<file path="src/design/cdcs_pkg.sv">
`default_nettype none

package cdcs_pkg;

   // field widths
   localparam int PosW   = 32;
   localparam int DiffW  = 33;
   localparam int MassW  = 32;
   localparam int RestW  = 32;
   localparam int StiffW = 17;
   localparam int StepW  = 24;
   localparam int DmgW   = 24;
   localparam int RatioW = 32;

   // configuration port
   localparam int CsrIdxW  = 2;
   localparam int CsrDataW = 32;
   localparam logic [CsrIdxW-1:0] CSR_REST  = 2'd0;
   localparam logic [CsrIdxW-1:0] CSR_STIFF = 2'd1;
   localparam logic [CsrIdxW-1:0] CSR_BURN  = 2'd2;

   // shared arithmetic unit widths
   localparam int AccW = 128;
   localparam int OpnW = 70;
   localparam int OpdW = 83;
   localparam int RemW = 38;
   localparam int CntW = 7;

   typedef enum logic [1:0] {
      OP_MUL  = 2'd0,
      OP_DIV  = 2'd1,
      OP_SQRT = 2'd2
   } op_type;

   // command from the sequencer to the arithmetic unit
   typedef struct packed {
      logic            start;
      op_type          op;
      logic [OpdW-1:0] opd;
      logic [OpnW-1:0] opn;
      logic [CntW-1:0] count;
   } ucmd_type;

   // status from the arithmetic unit
   typedef struct packed {
      logic            done;
      logic [AccW-1:0] result;
   } ustat_type;

   // classified request held in the queue
   typedef struct packed {
      logic [2:0][DiffW-1:0] adiff;
      logic [2:0]            neg;
      logic [MassW-1:0]      m1;
      logic [MassW-1:0]      m2;
      logic                  f1;
      logic                  f2;
      logic                  fire_torn;
      logic [DmgW-1:0]       dmg;
   } job_type;

   // finished result
   typedef struct packed {
      logic [2:0][PosW-1:0] mvf;
      logic [2:0][PosW-1:0] mvs;
      logic                 torn;
      logic [RatioW-1:0]    stretch;
      logic [DmgW-1:0]      dmg;
      logic                 degenerate;
   } res_type;

endpackage

`default_nettype wire

</file>
<file path="src/design/cdcs_if.sv">
`default_nettype none

// request channel
interface cdcs_req_if import cdcs_pkg::*; ();
   logic                    valid;
   logic                    ready;
   logic signed [PosW-1:0]  first_x;
   logic signed [PosW-1:0]  first_y;
   logic signed [PosW-1:0]  first_z;
   logic signed [PosW-1:0]  second_x;
   logic signed [PosW-1:0]  second_y;
   logic signed [PosW-1:0]  second_z;
   logic [MassW-1:0]        first_mass;
   logic [MassW-1:0]        second_mass;
   logic                    first_fixed;
   logic                    second_fixed;
   logic [StepW-1:0]        time_step;

   modport source (output valid, first_x, first_y, first_z, second_x, second_y, second_z,
                   first_mass, second_mass, first_fixed, second_fixed, time_step,
                   input ready);
   modport sink (input valid, first_x, first_y, first_z, second_x, second_y, second_z,
                 first_mass, second_mass, first_fixed, second_fixed, time_step,
                 output ready);
endinterface

// result channel
interface cdcs_rsp_if import cdcs_pkg::*; ();
   logic                    valid;
   logic                    ready;
   logic signed [PosW-1:0]  move_first_x;
   logic signed [PosW-1:0]  move_first_y;
   logic signed [PosW-1:0]  move_first_z;
   logic signed [PosW-1:0]  move_second_x;
   logic signed [PosW-1:0]  move_second_y;
   logic signed [PosW-1:0]  move_second_z;
   logic                    torn;
   logic [RatioW-1:0]       stretch_ratio;
   logic [DmgW-1:0]         fire_damage;
   logic                    degenerate;

   modport source (output valid, move_first_x, move_first_y, move_first_z, move_second_x,
                   move_second_y, move_second_z, torn, stretch_ratio, fire_damage,
                   degenerate, input ready);
   modport sink (input valid, move_first_x, move_first_y, move_first_z, move_second_x,
                 move_second_y, move_second_z, torn, stretch_ratio, fire_damage,
                 degenerate, output ready);
endinterface

`default_nettype wire

</file>
<file path="src/design/cloth_distance_constraint_step_core.sv">
`default_nettype none

// Distance constraint step between two particles in Q16.16. A request is
// classified on entry (fire damage update, difference vector) and queued; the
// back end works it on one shared bit-serial unit that multiplies, divides and
// takes the square root one result bit per cycle. A full request runs three
// squares, the root, the relative error, the stretch, two mass weights, two
// gains and three products per axis, one after another on the unit. A fire
// break skips the arithmetic in the back end, and zero length, a tear or a
// zero mass end early. The front keeps accepting while the queue has room,
// also while a finished result waits on the response channel.
module cloth_distance_constraint_step_core import cdcs_pkg::*; #(
   parameter int QUEUE_DEPTH = 2
) (
   input  wire logic                clock,
   input  wire logic                reset,
   cdcs_req_if.sink                 req,
   cdcs_rsp_if.source               rsp,
   input  wire logic                csr_we,
   input  wire logic [CsrIdxW-1:0]  csr_index,
   input  wire logic [CsrDataW-1:0] csr_wdata
);

   logic              q_full;
   logic              q_empty;
   logic              push;
   logic              pop;
   job_type           push_data;
   job_type           pop_data;
   logic [RestW-1:0]  rest_length;
   logic [StiffW-1:0] gain_k;
   ucmd_type          cmd;
   ustat_type         stat;

   // classify requests
   cdcs_front u_front (
      .clock       (clock),
      .reset       (reset),
      .req         (req),
      .csr_we      (csr_we),
      .csr_index   (csr_index),
      .csr_wdata   (csr_wdata),
      .q_full      (q_full),
      .push        (push),
      .push_data   (push_data),
      .rest_length (rest_length),
      .gain_k      (gain_k)
   );

   // queue between front and back
   cdcs_fifo #(.DEPTH(QUEUE_DEPTH)) u_fifo (
      .clock     (clock),
      .reset     (reset),
      .push      (push),
      .push_data (push_data),
      .full      (q_full),
      .pop       (pop),
      .pop_data  (pop_data),
      .empty     (q_empty)
   );

   // shared arithmetic
   cdcs_unit u_unit (
      .clock (clock),
      .reset (reset),
      .cmd   (cmd),
      .stat  (stat)
   );

   // sequencer and result register
   cdcs_back u_back (
      .clock       (clock),
      .reset       (reset),
      .q_empty     (q_empty),
      .pop_data    (pop_data),
      .pop         (pop),
      .rest_length (rest_length),
      .gain_k      (gain_k),
      .cmd         (cmd),
      .stat        (stat),
      .rsp         (rsp)
   );

endmodule

`default_nettype wire

</file>
<file path="src/design/cdcs_front.sv">
`default_nettype none

module cdcs_front import cdcs_pkg::*; (
   input  wire logic                clock,
   input  wire logic                reset,
   cdcs_req_if.sink                 req,
   input  wire logic                csr_we,
   input  wire logic [CsrIdxW-1:0]  csr_index,
   input  wire logic [CsrDataW-1:0] csr_wdata,
   input  wire logic                q_full,
   output logic                     push,
   output job_type                  push_data,
   output logic [RestW-1:0]         rest_length,
   output logic [StiffW-1:0]        gain_k
);

   logic [RestW-1:0]  rest_ff;
   logic [StiffW-1:0] stiff_ff;
   logic              burn_ff;
   logic [DmgW-1:0]   dmg_ff;
   logic [DmgW-1:0]   dmg_in;
   logic [55:0]       ts_prod;
   logic [DmgW:0]     dmg_sum;
   logic [PosW-1:0]   pa [3];
   logic [PosW-1:0]   pb [3];
   logic [DiffW-1:0]  dv [3];

   // configuration registers
   always_ff @(posedge clock) begin
      if (reset) begin
         rest_ff  <= RestW'(65536);
         stiff_ff <= StiffW'(65536);
         burn_ff  <= 1'b0;
      end else if (csr_we) begin
         case (csr_index)
            CSR_REST:  rest_ff  <= csr_wdata[RestW-1:0];
            CSR_STIFF: stiff_ff <= csr_wdata[StiffW-1:0];
            CSR_BURN:  burn_ff  <= csr_wdata[0];
            default: ;
         endcase
      end
   end

   assign rest_length = rest_ff;
   // gain above one is taken as one
   assign gain_k = stiff_ff[StiffW-1] ? StiffW'(65536) : stiff_ff;

   assign req.ready = !q_full;
   assign push      = req.valid && !q_full;

   // fire damage: step / 10 by reciprocal multiply
   assign ts_prod = 56'(req.time_step) * 56'(32'hCCCCCCCD);
   assign dmg_sum = {1'b0, dmg_ff} + (DmgW+1)'(ts_prod[55:35]);

   always_comb begin
      dmg_in = dmg_ff;
      if (burn_ff) begin
         dmg_in = dmg_sum[DmgW] ? {DmgW{1'b1}} : dmg_sum[DmgW-1:0];
      end
   end

   always_ff @(posedge clock) begin
      if (reset) begin
         dmg_ff <= '0;
      end else if (push) begin
         dmg_ff <= dmg_in;
      end
   end

   // difference vector, magnitude and sign per axis
   assign pa[0] = req.first_x;
   assign pa[1] = req.first_y;
   assign pa[2] = req.first_z;
   assign pb[0] = req.second_x;
   assign pb[1] = req.second_y;
   assign pb[2] = req.second_z;

   always_comb begin
      push_data = '0;
      for (int i = 0; i < 3; i++) begin
         dv[i] = {pa[i][PosW-1], pa[i]} - {pb[i][PosW-1], pb[i]};
         push_data.neg[i]   = dv[i][DiffW-1];
         push_data.adiff[i] = dv[i][DiffW-1] ? (DiffW'(0) - dv[i]) : dv[i];
      end
      push_data.m1        = req.first_mass;
      push_data.m2        = req.second_mass;
      push_data.f1        = req.first_fixed;
      push_data.f2        = req.second_fixed;
      push_data.dmg       = dmg_in;
      push_data.fire_torn = burn_ff && (|dmg_in[DmgW-1:16]);
   end

endmodule

`default_nettype wire

</file>
<file path="src/design/cdcs_fifo.sv">
`default_nettype none

module cdcs_fifo import cdcs_pkg::*; #(
   parameter int DEPTH = 2
) (
   input  wire logic clock,
   input  wire logic reset,
   input  wire logic push,
   input  job_type   push_data,
   output logic      full,
   input  wire logic pop,
   output job_type   pop_data,
   output logic      empty
);

   localparam int PtrW = (DEPTH > 1) ? $clog2(DEPTH) : 1;
   localparam int LvlW = $clog2(DEPTH + 1);

   job_type         mem_ff [DEPTH];
   logic [PtrW-1:0] wr_ff;
   logic [PtrW-1:0] rd_ff;
   logic [LvlW-1:0] lvl_ff;

   assign full     = (lvl_ff == LvlW'(DEPTH));
   assign empty    = (lvl_ff == '0);
   assign pop_data = mem_ff[rd_ff];

   // storage
   always_ff @(posedge clock) begin
      if (push) begin
         mem_ff[wr_ff] <= push_data;
      end
   end

   // pointers and fill level
   always_ff @(posedge clock) begin
      if (reset) begin
         wr_ff  <= '0;
         rd_ff  <= '0;
         lvl_ff <= '0;
      end else begin
         if (push) begin
            wr_ff <= (wr_ff == PtrW'(DEPTH - 1)) ? '0 : wr_ff + 1'b1;
         end
         if (pop) begin
            rd_ff <= (rd_ff == PtrW'(DEPTH - 1)) ? '0 : rd_ff + 1'b1;
         end
         if (push && !pop) begin
            lvl_ff <= lvl_ff + 1'b1;
         end else if (pop && !push) begin
            lvl_ff <= lvl_ff - 1'b1;
         end
      end
   end

endmodule

`default_nettype wire

</file>
<file path="src/design/cdcs_unit.sv">
`default_nettype none

// shared bit-serial multiply, divide and square root
module cdcs_unit import cdcs_pkg::*; (
   input  wire logic clock,
   input  wire logic reset,
   input  ucmd_type  cmd,
   output ustat_type stat
);

   op_type          op_ff;
   logic [AccW-1:0] acc_ff, acc_in;
   logic [OpnW-1:0] opn_ff, opn_in;
   logic [OpdW-1:0] opd_ff, opd_in;
   logic [RemW-1:0] rem_ff, rem_in;
   logic [CntW-1:0] cnt_ff, cnt_in;
   logic            busy_ff, busy_in;
   logic            done_ff, done_in;
   op_type          op_in;
   logic [RemW-1:0] div_r;
   logic [RemW+1:0] sq_r;
   logic [RemW+1:0] sq_t;

   assign div_r = {rem_ff[RemW-2:0], opn_ff[OpnW-1]};
   assign sq_r  = {rem_ff, opn_ff[OpnW-1:OpnW-2]};
   assign sq_t  = {acc_ff[RemW-1:0], 2'b01};

   always_comb begin
      acc_in  = acc_ff;
      opn_in  = opn_ff;
      opd_in  = opd_ff;
      rem_in  = rem_ff;
      cnt_in  = cnt_ff;
      op_in   = op_ff;
      busy_in = busy_ff;
      done_in = 1'b0;
      if (cmd.start) begin
         acc_in  = '0;
         rem_in  = '0;
         opn_in  = cmd.opn;
         opd_in  = cmd.opd;
         cnt_in  = cmd.count;
         op_in   = cmd.op;
         busy_in = 1'b1;
      end else if (busy_ff) begin
         case (op_ff)
            // shift-add, multiplier bits taken msb first
            OP_MUL: begin
               acc_in = {acc_ff[AccW-2:0], 1'b0} + (opn_ff[OpnW-1] ? AccW'(opd_ff) : '0);
               opn_in = {opn_ff[OpnW-2:0], 1'b0};
            end
            // restoring division, one quotient bit per cycle
            OP_DIV: begin
               if (div_r >= opd_ff[RemW-1:0]) begin
                  rem_in = div_r - opd_ff[RemW-1:0];
                  acc_in = {acc_ff[AccW-2:0], 1'b1};
               end else begin
                  rem_in = div_r;
                  acc_in = {acc_ff[AccW-2:0], 1'b0};
               end
               opn_in = {opn_ff[OpnW-2:0], 1'b0};
            end
            // digit-by-digit root, two operand bits per cycle
            OP_SQRT: begin
               if (sq_r >= sq_t) begin
                  rem_in = RemW'(sq_r - sq_t);
                  acc_in = {acc_ff[AccW-2:0], 1'b1};
               end else begin
                  rem_in = sq_r[RemW-1:0];
                  acc_in = {acc_ff[AccW-2:0], 1'b0};
               end
               opn_in = {opn_ff[OpnW-3:0], 2'b00};
            end
            default: ;
         endcase
         cnt_in = cnt_ff - 1'b1;
         if (cnt_ff == CntW'(1)) begin
            busy_in = 1'b0;
            done_in = 1'b1;
         end
      end
   end

   always_ff @(posedge clock) begin
      acc_ff <= acc_in;
      opn_ff <= opn_in;
      opd_ff <= opd_in;
      rem_ff <= rem_in;
      cnt_ff <= cnt_in;
      op_ff  <= op_in;
   end

   always_ff @(posedge clock) begin
      if (reset) begin
         busy_ff <= 1'b0;
         done_ff <= 1'b0;
      end else begin
         busy_ff <= busy_in;
         done_ff <= done_in;
      end
   end

   assign stat.done   = done_ff;
   assign stat.result = acc_ff;

endmodule

`default_nettype wire

</file>
<file path="src/design/cdcs_back.sv">
`default_nettype none

module cdcs_back import cdcs_pkg::*; (
   input  wire logic               clock,
   input  wire logic               reset,
   input  wire logic               q_empty,
   input  job_type                 pop_data,
   output logic                    pop,
   input  wire logic [RestW-1:0]   rest_length,
   input  wire logic [StiffW-1:0]  gain_k,
   output ucmd_type                cmd,
   input  ustat_type               stat,
   cdcs_rsp_if.source              rsp
);

   typedef enum logic [3:0] {
      ST_IDLE  = 4'b0001,
      ST_ISSUE = 4'b0010,
      ST_WAIT  = 4'b0100,
      ST_OUT   = 4'b1000
   } state_type;

   typedef enum logic [3:0] {
      STP_SQ   = 4'd0,
      STP_ROOT = 4'd1,
      STP_DMAG = 4'd2,
      STP_STR  = 4'd3,
      STP_W1   = 4'd4,
      STP_W2   = 4'd5,
      STP_G1   = 4'd6,
      STP_G2   = 4'd7,
      STP_PAX  = 4'd8,
      STP_MV1  = 4'd9,
      STP_MV2  = 4'd10
   } step_type;

   state_type       state_ff, state_in;
   step_type        step_ff, step_in;
   logic [1:0]      axis_ff, axis_in;
   job_type         job_ff, job_in;
   res_type         res_ff, res_in;
   logic [65:0]     sum_ff, sum_in;
   logic [34:0]     len_ff, len_in;
   logic            dneg_ff, dneg_in;
   logic [49:0]     dmag_ff, dmag_in;
   logic [32:0]     w1_ff, w1_in;
   logic [32:0]     w2_ff, w2_in;
   logic [32:0]     g1_ff, g1_in;
   logic [32:0]     g2_ff, g2_in;
   logic [82:0]     p_ff, p_in;
   logic [34:0]     mag;
   logic [33:0]     den3;
   logic [32:0]     msum;
   logic [53:0]     tear_lhs;
   logic [53:0]     tear_rhs;
   logic            mass_zero;
   logic [AccW-1:0] ures;

   // saturated signed move from the scaled product
   function automatic logic [PosW-1:0] move_sat(input logic [AccW-1:0] prod,
                                                input logic neg_dir);
      logic            big;
      logic [PosW-1:0] v;
      logic [PosW-1:0] r;
      begin
         big = |prod[AccW-1:80];
         v   = prod[79:48];
         if (neg_dir) begin
            r = (big || v > 32'h80000000) ? 32'h80000000 : (32'd0 - v);
         end else begin
            r = (big || v > 32'h7FFFFFFF) ? 32'h7FFFFFFF : v;
         end
         return r;
      end
   endfunction

   assign ures      = stat.result;
   assign mag       = dneg_ff ? (len_ff - 35'(rest_length)) : (35'(rest_length) - len_ff);
   assign den3      = {rest_length, 1'b0} + 34'(rest_length);
   assign msum      = 33'(job_ff.m1) + 33'(job_ff.m2);
   assign tear_lhs  = {1'b0, ures[49:0], 3'b000} + {3'b000, ures[49:0], 1'b0};
   assign tear_rhs  = 54'({rest_length, 4'b0000}) + 54'({rest_length, 1'b0});
   assign mass_zero = (job_ff.m1 == '0) || (job_ff.m2 == '0);

   // operand selection for the shared unit
   always_comb begin
      cmd       = '0;
      cmd.start = (state_ff == ST_ISSUE);
      case (step_ff)
         STP_SQ: begin
            cmd.op    = OP_MUL;
            cmd.opd   = OpdW'(job_ff.adiff[axis_ff]);
            cmd.opn   = {job_ff.adiff[axis_ff], 37'b0};
            cmd.count = CntW'(33);
         end
         STP_ROOT: begin
            cmd.op    = OP_SQRT;
            cmd.opn   = {4'b0, sum_ff};
            cmd.count = CntW'(35);
         end
         STP_DMAG: begin
            cmd.op    = OP_DIV;
            cmd.opd   = OpdW'(len_ff);
            cmd.opn   = {mag[32:0], 16'b0, 21'b0};
            cmd.count = CntW'(49);
         end
         STP_STR: begin
            cmd.op    = OP_DIV;
            cmd.opd   = OpdW'(den3);
            cmd.opn   = {dmag_ff, 17'b0, 3'b0};
            cmd.count = CntW'(67);
         end
         STP_W1: begin
            cmd.op    = OP_DIV;
            cmd.opd   = OpdW'(msum);
            cmd.opn   = {job_ff.m2, 32'b0, 6'b0};
            cmd.count = CntW'(64);
         end
         STP_W2: begin
            cmd.op    = OP_DIV;
            cmd.opd   = OpdW'(msum);
            cmd.opn   = {job_ff.m1, 32'b0, 6'b0};
            cmd.count = CntW'(64);
         end
         STP_G1: begin
            cmd.op    = OP_MUL;
            cmd.opd   = OpdW'(w1_ff);
            cmd.opn   = {16'b0, gain_k, 37'b0};
            cmd.count = CntW'(33);
         end
         STP_G2: begin
            cmd.op    = OP_MUL;
            cmd.opd   = OpdW'(w2_ff);
            cmd.opn   = {16'b0, gain_k, 37'b0};
            cmd.count = CntW'(33);
         end
         STP_PAX: begin
            cmd.op    = OP_MUL;
            cmd.opd   = OpdW'(dmag_ff);
            cmd.opn   = {job_ff.adiff[axis_ff], 37'b0};
            cmd.count = CntW'(33);
         end
         STP_MV1: begin
            cmd.op    = OP_MUL;
            cmd.opd   = p_ff;
            cmd.opn   = {g1_ff, 37'b0};
            cmd.count = CntW'(33);
         end
         STP_MV2: begin
            cmd.op    = OP_MUL;
            cmd.opd   = p_ff;
            cmd.opn   = {g2_ff, 37'b0};
            cmd.count = CntW'(33);
         end
         default: ;
      endcase
   end

   // sequencer
   always_comb begin
      state_in = state_ff;
      step_in  = step_ff;
      axis_in  = axis_ff;
      job_in   = job_ff;
      res_in   = res_ff;
      sum_in   = sum_ff;
      len_in   = len_ff;
      dneg_in  = dneg_ff;
      dmag_in  = dmag_ff;
      w1_in    = w1_ff;
      w2_in    = w2_ff;
      g1_in    = g1_ff;
      g2_in    = g2_ff;
      p_in     = p_ff;
      pop      = 1'b0;
      case (state_ff)
         // take the next request from the queue
         ST_IDLE: begin
            if (!q_empty) begin
               pop        = 1'b1;
               job_in     = pop_data;
               res_in     = '0;
               res_in.dmg = pop_data.dmg;
               sum_in     = '0;
               axis_in    = '0;
               step_in    = STP_SQ;
               if (pop_data.fire_torn) begin
                  res_in.torn = 1'b1;
                  state_in    = ST_OUT;
               end else begin
                  state_in = ST_ISSUE;
               end
            end
         end
         ST_ISSUE: begin
            state_in = ST_WAIT;
         end
         // consume the unit result and pick the next step
         ST_WAIT: begin
            if (stat.done) begin
               state_in = ST_ISSUE;
               case (step_ff)
                  STP_SQ: begin
                     sum_in = sum_ff + ures[65:0];
                     if (axis_ff == 2'd2) begin
                        step_in = STP_ROOT;
                     end else begin
                        axis_in = axis_ff + 1'b1;
                     end
                  end
                  STP_ROOT: begin
                     len_in  = ures[34:0];
                     dneg_in = 35'(rest_length) < ures[34:0];
                     if (ures[34:0] == '0) begin
                        res_in.degenerate = 1'b1;
                        state_in          = ST_OUT;
                     end else begin
                        step_in = STP_DMAG;
                     end
                  end
                  STP_DMAG: begin
                     dmag_in = ures[49:0];
                     if (!dneg_ff && tear_lhs >= tear_rhs) begin
                        res_in.torn = 1'b1;
                        state_in    = ST_OUT;
                     end else if (rest_length == '0) begin
                        res_in.stretch = {RatioW{1'b1}};
                        if (mass_zero) begin
                           res_in.degenerate = 1'b1;
                           state_in          = ST_OUT;
                        end else begin
                           step_in = STP_W1;
                        end
                     end else begin
                        step_in = STP_STR;
                     end
                  end
                  STP_STR: begin
                     res_in.stretch = (|ures[AccW-1:32]) ? {RatioW{1'b1}} : ures[31:0];
                     if (mass_zero) begin
                        res_in.degenerate = 1'b1;
                        state_in          = ST_OUT;
                     end else begin
                        step_in = STP_W1;
                     end
                  end
                  STP_W1: begin
                     w1_in   = ures[32:0];
                     step_in = STP_W2;
                  end
                  STP_W2: begin
                     w2_in   = ures[32:0];
                     step_in = STP_G1;
                  end
                  STP_G1: begin
                     g1_in   = ures[48:16];
                     step_in = STP_G2;
                  end
                  STP_G2: begin
                     g2_in   = ures[48:16];
                     axis_in = '0;
                     step_in = STP_PAX;
                  end
                  STP_PAX: begin
                     p_in    = ures[82:0];
                     step_in = STP_MV1;
                  end
                  STP_MV1: begin
                     if (!job_ff.f1) begin
                        res_in.mvf[axis_ff] = move_sat(ures, job_ff.neg[axis_ff] != dneg_ff);
                     end
                     step_in = STP_MV2;
                  end
                  STP_MV2: begin
                     if (!job_ff.f2) begin
                        res_in.mvs[axis_ff] = move_sat(ures, job_ff.neg[axis_ff] == dneg_ff);
                     end
                     if (axis_ff == 2'd2) begin
                        state_in = ST_OUT;
                     end else begin
                        axis_in = axis_ff + 1'b1;
                        step_in = STP_PAX;
                     end
                  end
                  default: ;
               endcase
            end
         end
         // hold the result until it is taken
         ST_OUT: begin
            if (rsp.ready) begin
               state_in = ST_IDLE;
            end
         end
         default: begin
            state_in = ST_IDLE;
         end
      endcase
   end

   always_ff @(posedge clock) begin
      if (reset) begin
         state_ff <= ST_IDLE;
         step_ff  <= STP_SQ;
         axis_ff  <= '0;
      end else begin
         state_ff <= state_in;
         step_ff  <= step_in;
         axis_ff  <= axis_in;
      end
   end

   always_ff @(posedge clock) begin
      job_ff  <= job_in;
      res_ff  <= res_in;
      sum_ff  <= sum_in;
      len_ff  <= len_in;
      dneg_ff <= dneg_in;
      dmag_ff <= dmag_in;
      w1_ff   <= w1_in;
      w2_ff   <= w2_in;
      g1_ff   <= g1_in;
      g2_ff   <= g2_in;
      p_ff    <= p_in;
   end

   // result channel
   assign rsp.valid         = (state_ff == ST_OUT);
   assign rsp.move_first_x  = res_ff.mvf[0];
   assign rsp.move_first_y  = res_ff.mvf[1];
   assign rsp.move_first_z  = res_ff.mvf[2];
   assign rsp.move_second_x = res_ff.mvs[0];
   assign rsp.move_second_y = res_ff.mvs[1];
   assign rsp.move_second_z = res_ff.mvs[2];
   assign rsp.torn          = res_ff.torn;
   assign rsp.stretch_ratio = res_ff.stretch;
   assign rsp.fire_damage   = res_ff.dmg;
   assign rsp.degenerate    = res_ff.degenerate;

endmodule

`default_nettype wire

</file>
<file path="src/flat_wrapper.sv">
// flat-port wrapper written by rule: the top's interface ports become plain ports
module cloth_distance_constraint_step_core_flat import cdcs_pkg::*;
#(
   parameter int QUEUE_DEPTH = 2
)
  (clock, reset, csr_we, csr_index, csr_wdata, req_valid, req_first_x, req_first_y, req_first_z, req_second_x, req_second_y, req_second_z, req_first_mass, req_second_mass, req_first_fixed, req_second_fixed, req_time_step, req_ready, rsp_valid, rsp_move_first_x, rsp_move_first_y, rsp_move_first_z, rsp_move_second_x, rsp_move_second_y, rsp_move_second_z, rsp_torn, rsp_stretch_ratio, rsp_fire_damage, rsp_degenerate, rsp_ready);
  cdcs_req_if req_i ();
  cdcs_rsp_if rsp_i ();
  input  wire logic clock;
  input  wire logic reset;
  input  wire logic csr_we;
  input  wire logic [CsrIdxW-1:0] csr_index;
  input  wire logic [CsrDataW-1:0] csr_wdata;
  input wire logic [$bits(req_i.valid)-1:0] req_valid;
  input wire logic [$bits(req_i.first_x)-1:0] req_first_x;
  input wire logic [$bits(req_i.first_y)-1:0] req_first_y;
  input wire logic [$bits(req_i.first_z)-1:0] req_first_z;
  input wire logic [$bits(req_i.second_x)-1:0] req_second_x;
  input wire logic [$bits(req_i.second_y)-1:0] req_second_y;
  input wire logic [$bits(req_i.second_z)-1:0] req_second_z;
  input wire logic [$bits(req_i.first_mass)-1:0] req_first_mass;
  input wire logic [$bits(req_i.second_mass)-1:0] req_second_mass;
  input wire logic [$bits(req_i.first_fixed)-1:0] req_first_fixed;
  input wire logic [$bits(req_i.second_fixed)-1:0] req_second_fixed;
  input wire logic [$bits(req_i.time_step)-1:0] req_time_step;
  output wire logic [$bits(req_i.ready)-1:0] req_ready;
  output wire logic [$bits(rsp_i.valid)-1:0] rsp_valid;
  output wire logic [$bits(rsp_i.move_first_x)-1:0] rsp_move_first_x;
  output wire logic [$bits(rsp_i.move_first_y)-1:0] rsp_move_first_y;
  output wire logic [$bits(rsp_i.move_first_z)-1:0] rsp_move_first_z;
  output wire logic [$bits(rsp_i.move_second_x)-1:0] rsp_move_second_x;
  output wire logic [$bits(rsp_i.move_second_y)-1:0] rsp_move_second_y;
  output wire logic [$bits(rsp_i.move_second_z)-1:0] rsp_move_second_z;
  output wire logic [$bits(rsp_i.torn)-1:0] rsp_torn;
  output wire logic [$bits(rsp_i.stretch_ratio)-1:0] rsp_stretch_ratio;
  output wire logic [$bits(rsp_i.fire_damage)-1:0] rsp_fire_damage;
  output wire logic [$bits(rsp_i.degenerate)-1:0] rsp_degenerate;
  input wire logic [$bits(rsp_i.ready)-1:0] rsp_ready;
  assign req_i.valid = req_valid;
  assign req_i.first_x = req_first_x;
  assign req_i.first_y = req_first_y;
  assign req_i.first_z = req_first_z;
  assign req_i.second_x = req_second_x;
  assign req_i.second_y = req_second_y;
  assign req_i.second_z = req_second_z;
  assign req_i.first_mass = req_first_mass;
  assign req_i.second_mass = req_second_mass;
  assign req_i.first_fixed = req_first_fixed;
  assign req_i.second_fixed = req_second_fixed;
  assign req_i.time_step = req_time_step;
  assign req_ready = req_i.ready;
  assign rsp_valid = rsp_i.valid;
  assign rsp_move_first_x = rsp_i.move_first_x;
  assign rsp_move_first_y = rsp_i.move_first_y;
  assign rsp_move_first_z = rsp_i.move_first_z;
  assign rsp_move_second_x = rsp_i.move_second_x;
  assign rsp_move_second_y = rsp_i.move_second_y;
  assign rsp_move_second_z = rsp_i.move_second_z;
  assign rsp_torn = rsp_i.torn;
  assign rsp_stretch_ratio = rsp_i.stretch_ratio;
  assign rsp_fire_damage = rsp_i.fire_damage;
  assign rsp_degenerate = rsp_i.degenerate;
  assign rsp_i.ready = rsp_ready;
  cloth_distance_constraint_step_core #(.QUEUE_DEPTH(QUEUE_DEPTH)) u_core (.clock(clock), .reset(reset), .req(req_i), .rsp(rsp_i), .csr_we(csr_we), .csr_index(csr_index), .csr_wdata(csr_wdata));
endmodule
</file>
<file path="config.mk">
export PLATFORM = sky130hd
export DESIGN_NAME = cloth_distance_constraint_step_core_flat
export DESIGN_NICKNAME = d
export VERILOG_FILES = /design/src/design/cdcs_pkg.sv /design/src/design/cdcs_if.sv /design/src/design/cloth_distance_constraint_step_core.sv /design/src/design/cdcs_front.sv /design/src/design/cdcs_fifo.sv /design/src/design/cdcs_unit.sv /design/src/design/cdcs_back.sv /design/src/flat_wrapper.sv
export SDC_FILE = /design/constraint.sdc
export NUM_CORES = 2
export LEC_CHECK = 0
export BUFFER_PORTS_ARGS = -buffer_cell sky130_fd_sc_hd__buf_4
export CORE_MARGIN = 3
export CORE_UTILIZATION = 40
export CTS_BUF_LIST = sky130_fd_sc_hd__clkbuf_2
export DETAILED_ROUTE_END_ITERATION = 8
export SLEW_MARGIN = 40
export SYNTH_ARGS = -nofsm -noshare
export SYNTH_HDL_FRONTEND = slang
export SYNTH_SLANG_ARGS = --single-unit
</file>
<file path="constraint.sdc">
create_clock -name clock -period 10.63 [get_ports clock]
set_input_delay 0.5315 -clock clock [delete_from_list [all_inputs] [get_ports clock]]
set_output_delay 0.5315 -clock clock [all_outputs]
set_load 0.01 [all_outputs]
</file>
# Yosys cells after proc, flatten, opt, wreduce, memory -nomap -nowiden
# Memory sizes are Yosys's and may differ from the RTL's. A register that Yosys moved wholly into a read port is not among the register bits.
# Index checks and enable logic that the tools add are counted.
[totals] ff_bits=1203 ram_bits=386 input_bits=321 output_inout_bits=252 word_cells=293 memories=1
[op_classes] add_sub_neg=24 n_mul=1 n_lt_le_gt_ge=8 n_eq_ne=44 mux=107 n_bitwise=2 n_reduce_logical=61
[memory_table] memory="u_core.u_fifo.mem_ff" words=2 width=193 rd=1 rd_ports_with_merged_regs=1 write_ports=1 line_no="cdcs_fifo.sv:19" rtl="job_type mem_ff [DEPTH];"
[ops] op="one-hot mux 77 bit (9 select lines)" count=1
[ops] op="one-hot mux 83 bit (8 select lines)" count=1
[ops] op="two-way mux 32 bit" count=16
[ops] op="one-hot mux 225 bit (2 select lines)" count=1
[ops] op="two-way mux 96 bit" count=4
[ops] op="one-hot mux 128 bit (3 select lines)" count=1
[ops] op="two-way mux 250 bit" count=1
[ops] op="two-way mux 225 bit" count=1
[ops] op="two-way mux 66 bit" count=3
[ops] op="bitwise mux 96 bit" count=2
[ops] op="two-way mux 33 bit" count=5
[ops] op="two-way mux 70 bit" count=2
[ops] op="one-hot mux 70 bit (2 select lines)" count=1
[ops] op="one-hot mux 66 bit (2 select lines)" count=1
[ops] op="adder 128 x 83 -> 128 bit" count=1
[ops] op="subtractor 1 x 33 -> 33 bit (first input constant)" count=3
[ops] op="subtractor 32 x 32 -> 33 bit" count=3
[ops] op="zero test 32 bit" count=3
[ops] op="OR reduction 96 bit" count=1
[ops] op="two-way mux 83 bit" count=1
[ops] op="two-way mux 38 bit" count=2
[ops] op="one-hot mux 38 bit (2 select lines)" count=1
[ops] op="subtractor 38 bit" count=2
[ops] op="two-way mux 4 bit" count=17
[ops] op="74 further kinds" count=173

# Longest topological paths before layout
[depth] ltp_word=13 ltp_mapped=44 mapped_depth_nobuf=43

# Cells and area by module
# From an unflattened synthesis, not the netlist that was laid out.
[hier_totals] hier_cells=11112 area_unflattened_um2=108963.3
[modules_own_cells] module="cdcs_back" n_inst=1 cells_each=4654 area_per_inst_um2=48467.7 seq_area_each_um2=23772.8
[modules_own_cells] module="cdcs_unit" n_inst=1 cells_each=3099 area_per_inst_um2=25194.2 seq_area_each_um2=8227.9
[modules_own_cells] module="cdcs_front" n_inst=1 cells_each=2737 area_per_inst_um2=21115.3 seq_area_each_um2=1481.4
[modules_own_cells] module="cdcs_fifo" n_inst=1 cells_each=622 area_per_inst_um2=14186.1 seq_area_each_um2=11691.2

# Worst setup path before layout
# Ideal clock, no wire load.
[synth_path] path_kind="flip-flop to flip-flop" startpoint="register u_core.u_fifo.lvl_ff[0]" endpoint="memory u_core.u_fifo.mem_ff[0][0] (netlist bit), enable pin" setup_ps=750 t_arrival_ps=8981 t_required_ps=9880 slack_ps=898 path_stages_with_launch=5 path_buffers=1 period_less_slack_ps=9732 path_cell_list="dfxtp_1 -> nand2b_1 -> nand2_1 -> clkbuf_1 -> nor2_1"
[synth_via] elab_chain_len=5
[synth_lines] element="from (decl)" line_no="cdcs_fifo.sv:22" rtl="logic [LvlW-1:0] lvl_ff;"
[synth_lines] element="from (signal assigned)" line_no="cdcs_fifo.sv:49" rtl="lvl_ff <= lvl_ff + 1'b1;"
[synth_lines] element="from (signal assigned)" line_no="cdcs_fifo.sv:51" rtl="lvl_ff <= lvl_ff - 1'b1;"
[synth_lines] element="== test 2 bit" line_no="cdcs_fifo.sv:24" rtl="assign full = (lvl_ff == LvlW'(DEPTH));"
[synth_lines] element="zero test 1 bit"
[synth_lines] element="via req_ready" line_no="flat_wrapper.sv:26" rtl="output wire logic [$bits(req_i.ready)-1:0] req_ready;"
[synth_lines] element="logical AND 1 bit" line_no="cdcs_front.sv:49" rtl="assign push = req.valid && !q_full;"
[synth_lines] element="two-way mux 1 bit" line_no="cdcs_fifo.sv:30" rtl="if (push) begin"
[synth_lines] element="two-way mux 1 bit (not written as such)" line_no="cdcs_fifo.sv:31" rtl="mem_ff[wr_ff] <= push_data;"
[synth_lines] element="to (decl)" line_no="cdcs_fifo.sv:19"
# The timed path passes the listed nets, and every way through them passes these cells.

==> impl_metrics.csv <==
group,metric,value,unit
logic_synthesis,ys_ff_latch,1590,
run_status,outcome,"finished, final reports clean",
flow_run,max_cap_violations,0,
pwr,power_density,287,nW/um^2
sta,relSlewSlack,0.108,
logic_synthesis,ys_seq_area_frac,0.431,
placed_design,port_buffers,572,
setup_path,critical_path.max_stage_delay,0.63,ns
logic_synthesis,synthTopCellsByArea,"edfxtp_1 (38%), ha_1 (10%), dfxtp_1 (4.9%)",
routing,drtPass1Iterations,9,
sta,drv_slew,0,
cells_and_area,regArea,45200,um^2
pwr,power.leakage,52.7,nW
cells_and_area,multi_input_area,55600,um^2
pwr,vdd.ir_drop.worst,0.000451,V
cells_and_area,nets,13499,
floorplanning,dieArea,268000,um^2
sta,rsz0062_at_grt,"false",
sta,hold_viol,0,
cells_and_area,drive_gt1_frac,0.147,
setup_path,cpMostUsedCell,"inv_1",
clock_network,numCtsBuffers,431,
sta,fin_crit_sh,0.829,
setup_path,cp_max_fo,6,
clock_network,clock_latency,2.05,ns
global_route,grt_start_max_net_pins,115,
floorplanning,initial_core_util,0.403,
logic_synthesis,netlist.area_leader.share,0.382,
setup_path,startpoint_type,"input pin",
floorplanning,core-area,260000,um^2
placed_design,routabilityCongestion,0.992,
logic_synthesis,synth_nets,11837,
setup_path,setup.worst_path.end,"u_core.u_fifo.mem_ff[0][24]",
sta,finClkSkew,0.311,ns
routing,avgRoutedWirePerCell,25.1,um
sta,fin_ws,1.82,ns
clock_network,clock_path_buffers,4,
sta,tns,0,ns
routing,ant_nets,0,
floorplanning,die_h,518,um
routing,drcViolationCount,0,
clock_network,root_buffer,"clkbuf_2",
setup_path,r2r_setup_slack,2.31,ns
routing,vias_per_cell,5.80,
setup_path,crit_start,"req_time_step[7]",
logic_synthesis,synth_area,105000,um^2
global_route,grt_pass1_wl,587000,um
setup_path,cp_slowest_cell,"fa_1",
worst_hold_path,min_path_type,"input pin to flop",
setup_path,worstPathArrival,10.35,ns
cells_and_area,fin_util,0.489,
global_route,grt_overflow_total,0,
routing,wl,401000,um
logic_synthesis,synth_cell_types,94,
logic_synthesis,yosysMostFrequentCell,"edfxtp_1",
placed_design,dpl.hpwl,294000,um
sta,setup_viol,0,
clock_network,holdBufCountCts,917,
floorplanning,io_pins,573,
setup_path,cp-end-kind,"flop",
clock_network,h-tree-depth,5,
logic_synthesis,synthFlopType,"edfxtp_1",
floorplanning,rows,187,
sta,min_period,8.81,ns
setup_path,required,12.17,ns
cells_and_area,area_delta_synth_final,21.4,%
global_route,gr-usage-all-layers,0.287,
floorplanning,chipWidth,518,um
global_route,grt_antenna_before_repair,35,
setup_path,path_class,"input pin to flop",
clock_network,post_cts_buffers,0,
cells_and_area,num-fill-cells,23826,
logic_synthesis,synth_warnings,0,
setup_path,reg2reg_depth,30,
routing,drtIter0Drc,9839,
clock_network,cts_sinks,1590,
setup_path,r2r_start,"u_core.u_front.rest_length[3]",
sta,worstMarginPinSlew,1.34,ns
routing,vias,92631,
logic_synthesis,synth-edff-count,1333,
logic_synthesis,netlist_instances,10468,
setup_path,reg2reg_to,"u_core.u_back.rsp.stretch_ratio[0]",
clock_network,tritoncts,"yes",
logic_synthesis,synthArstFlopShare,0,
clock_network,clk_pin_slew,0.10,ns
sta,fmax,113,MHz
clock_network,ctsResizeCount,0,
logic_synthesis,synthTopCellsByCount,"edfxtp_1 (1333), nor2_1 (960), ha_1 (861)",
global_route,grt_pass1_vias,91666,
logic_synthesis,postSynthAreaPerCell,10.0,um^2
logic_synthesis,synth_largest_area_cell,"edfxtp_1",
placed_design,dp_slack,0.0456,ns
## where the power goes
group          leakage (nW)  switching [mW]  total (mW)  internal (mW)
combinational          35.1            13.3        21.7           8.43
sequential             14.6            1.29        10.4           9.10
clock                  3.01            2.73        4.49           1.76
total                  52.7            17.3        36.6           19.3
## placed cells by master, fill, tap and decap left out, types with 66 or more instances in the layout
master | synthesis | final
dfxtp_1 | 257 | 250
nor4_1 | 71 | 70
and2_1 | 114 | 114
a31oi_1 | 83 | 83
edfxtp_1 | 1333 | 1333
nand4_1 | 136 | 136
mux2i_1 | 126 | 125
o21bai_1 | 95 | 95
ha_1 | 861 | 859
fa_1 | 187 | 187
o211ai_1 | 105 | 105
nor2b_1 | 95 | 93
clkinv_1 | 3 | 84
a21o_1 | 309 | 309
dlygate4sd3_1 | 0 | 916
a222oi_1 | 73 | 73
clkbuf_2 | 0 | 628
inv_1 | 734 | 731
nand2b_1 | 72 | 70
buf_4 | 0 | 754
o21a_1 | 89 | 89
or3_1 | 66 | 66
nand2_1 | 806 | 799
nor3_1 | 167 | 153
o21ai_0 | 538 | 527
nor2_1 | 960 | 937
xnor2_1 | 343 | 340
a211oi_1 | 94 | 93
a221oi_1 | 69 | 69
xor2_1 | 233 | 233
and3_1 | 85 | 84
mux2_2 | 205 | 205
a21oi_1 | 758 | 751
nand3_1 | 181 | 181
a22oi_1 | 133 | 133
## worst min path at each step
stage | from | end | slack (ns) | cells past startpoint
CTS | req_second_z[15] | u_core.u_fifo.mem_ff[1][176] | 0.0002 | 9
detailed placement | u_core.u_front.rest_length[29] | u_core.u_front.rest_length[29] | 0.45 | 2
global placement | u_core.u_front.rest_length[29] | u_core.u_front.rest_length[29] | 0.45 | 2
global route | csr_wdata[8] | u_core.u_front.stiff_ff[8] | 0.04 | 5
finish | csr_wdata[8] | u_core.u_front.stiff_ff[8] | 0.18 | 5
floorplan | u_core.u_unit.acc_ff[65] | u_core.u_back.p_ff[65] | 0.43 | 0
## sequential cells by signal, summed over array words and instances (netlist names), 35 cells and up, named ones only
name,flops
u_core.u_unit.rem_ff,38
u_core.u_unit.opn_ff,70
u_core.u_back.len_ff,35
u_core.u_fifo.mem_ff,386
u_core.u_back.dmag_ff,50
u_core.u_back.job_ff,168
u_core.u_back.sum_ff,66
u_core.u_unit.acc_ff,128
u_core.u_back.p_ff,83
u_core.u_unit.opd_ff,83
## stage by stage
stage | power, mW | hold WS, ns | std cells | area [um^2]
3_5_place_dp | 31.4 | 0.448 | 14272 | 114000
3_3_place_gp | 31.1 | 0.448 | 14252 | 114000
5_1_grt | 39.2 | 0.0435 | 15965 | 127000
2_1_floorplan | 23.9 | 0.435 | 10468 | 105000
6_report | 36.6 | 0.177 | 15980 | 127000
4_1_cts | 36.5 | 0.000204 | 15951 | 127000
## cell type report
type | count | area share
Clock buffer | 628 | 0.0247
Inverter | 739 | 0.0220
Multi-Input combinational cell | 7668 | 0.437
Tap cell | 3496 | 0.0344
Antenna cell | 25 | 0.000492
Sequential cell | 1590 | 0.355
Clock inverter | 134 | 0.00591
Timing Repair Buffer | 1700 | 0.121
## metal layers
metal | track usage | up-vias | routed length (um)
li1 | - | 42090 | -
met4 | 0.118 | 14 | 17200
met1 | 0.379 | 45086 | 165000
met5 | 0 | - | 85
met3 | 0.0558 | 806 | 35200
met2 | 0.462 | 4635 | 183000
## critical path, delay by kind of cell
| kind | cells | cell delay, ns |
|---|---|---|
| buf+inv | 8 | 0.80 |
| xor+xnor | 1 | 0.12 |
| compound gates | 17 | 3.58 |
| fa+ha+maj | 9 | 4.35 |
| simple gates | 5 | 0.94 |
## cell families (layout without fill, tap and decap cells)
group | count (synthesis) | after routing | synth area share
adder cells (fa/ha/maj) | 1048 | 1048 | 0.138
XOR/XNOR | 576 | 576 | 0.0481
buffers and inverters | 1210 | 3201 | 0.0434
AO/OA/AOI/OAI | 2822 | 2822 | 0.177
other | 0 | 25 | 0
flip-flops | 1590 | 1590 | 0.431
multiplexers | 331 | 331 | 0.0341
AND/OR/NAND/NOR | 2891 | 2891 | 0.128
Note: power is estimated with default switching activity, not from simulation.
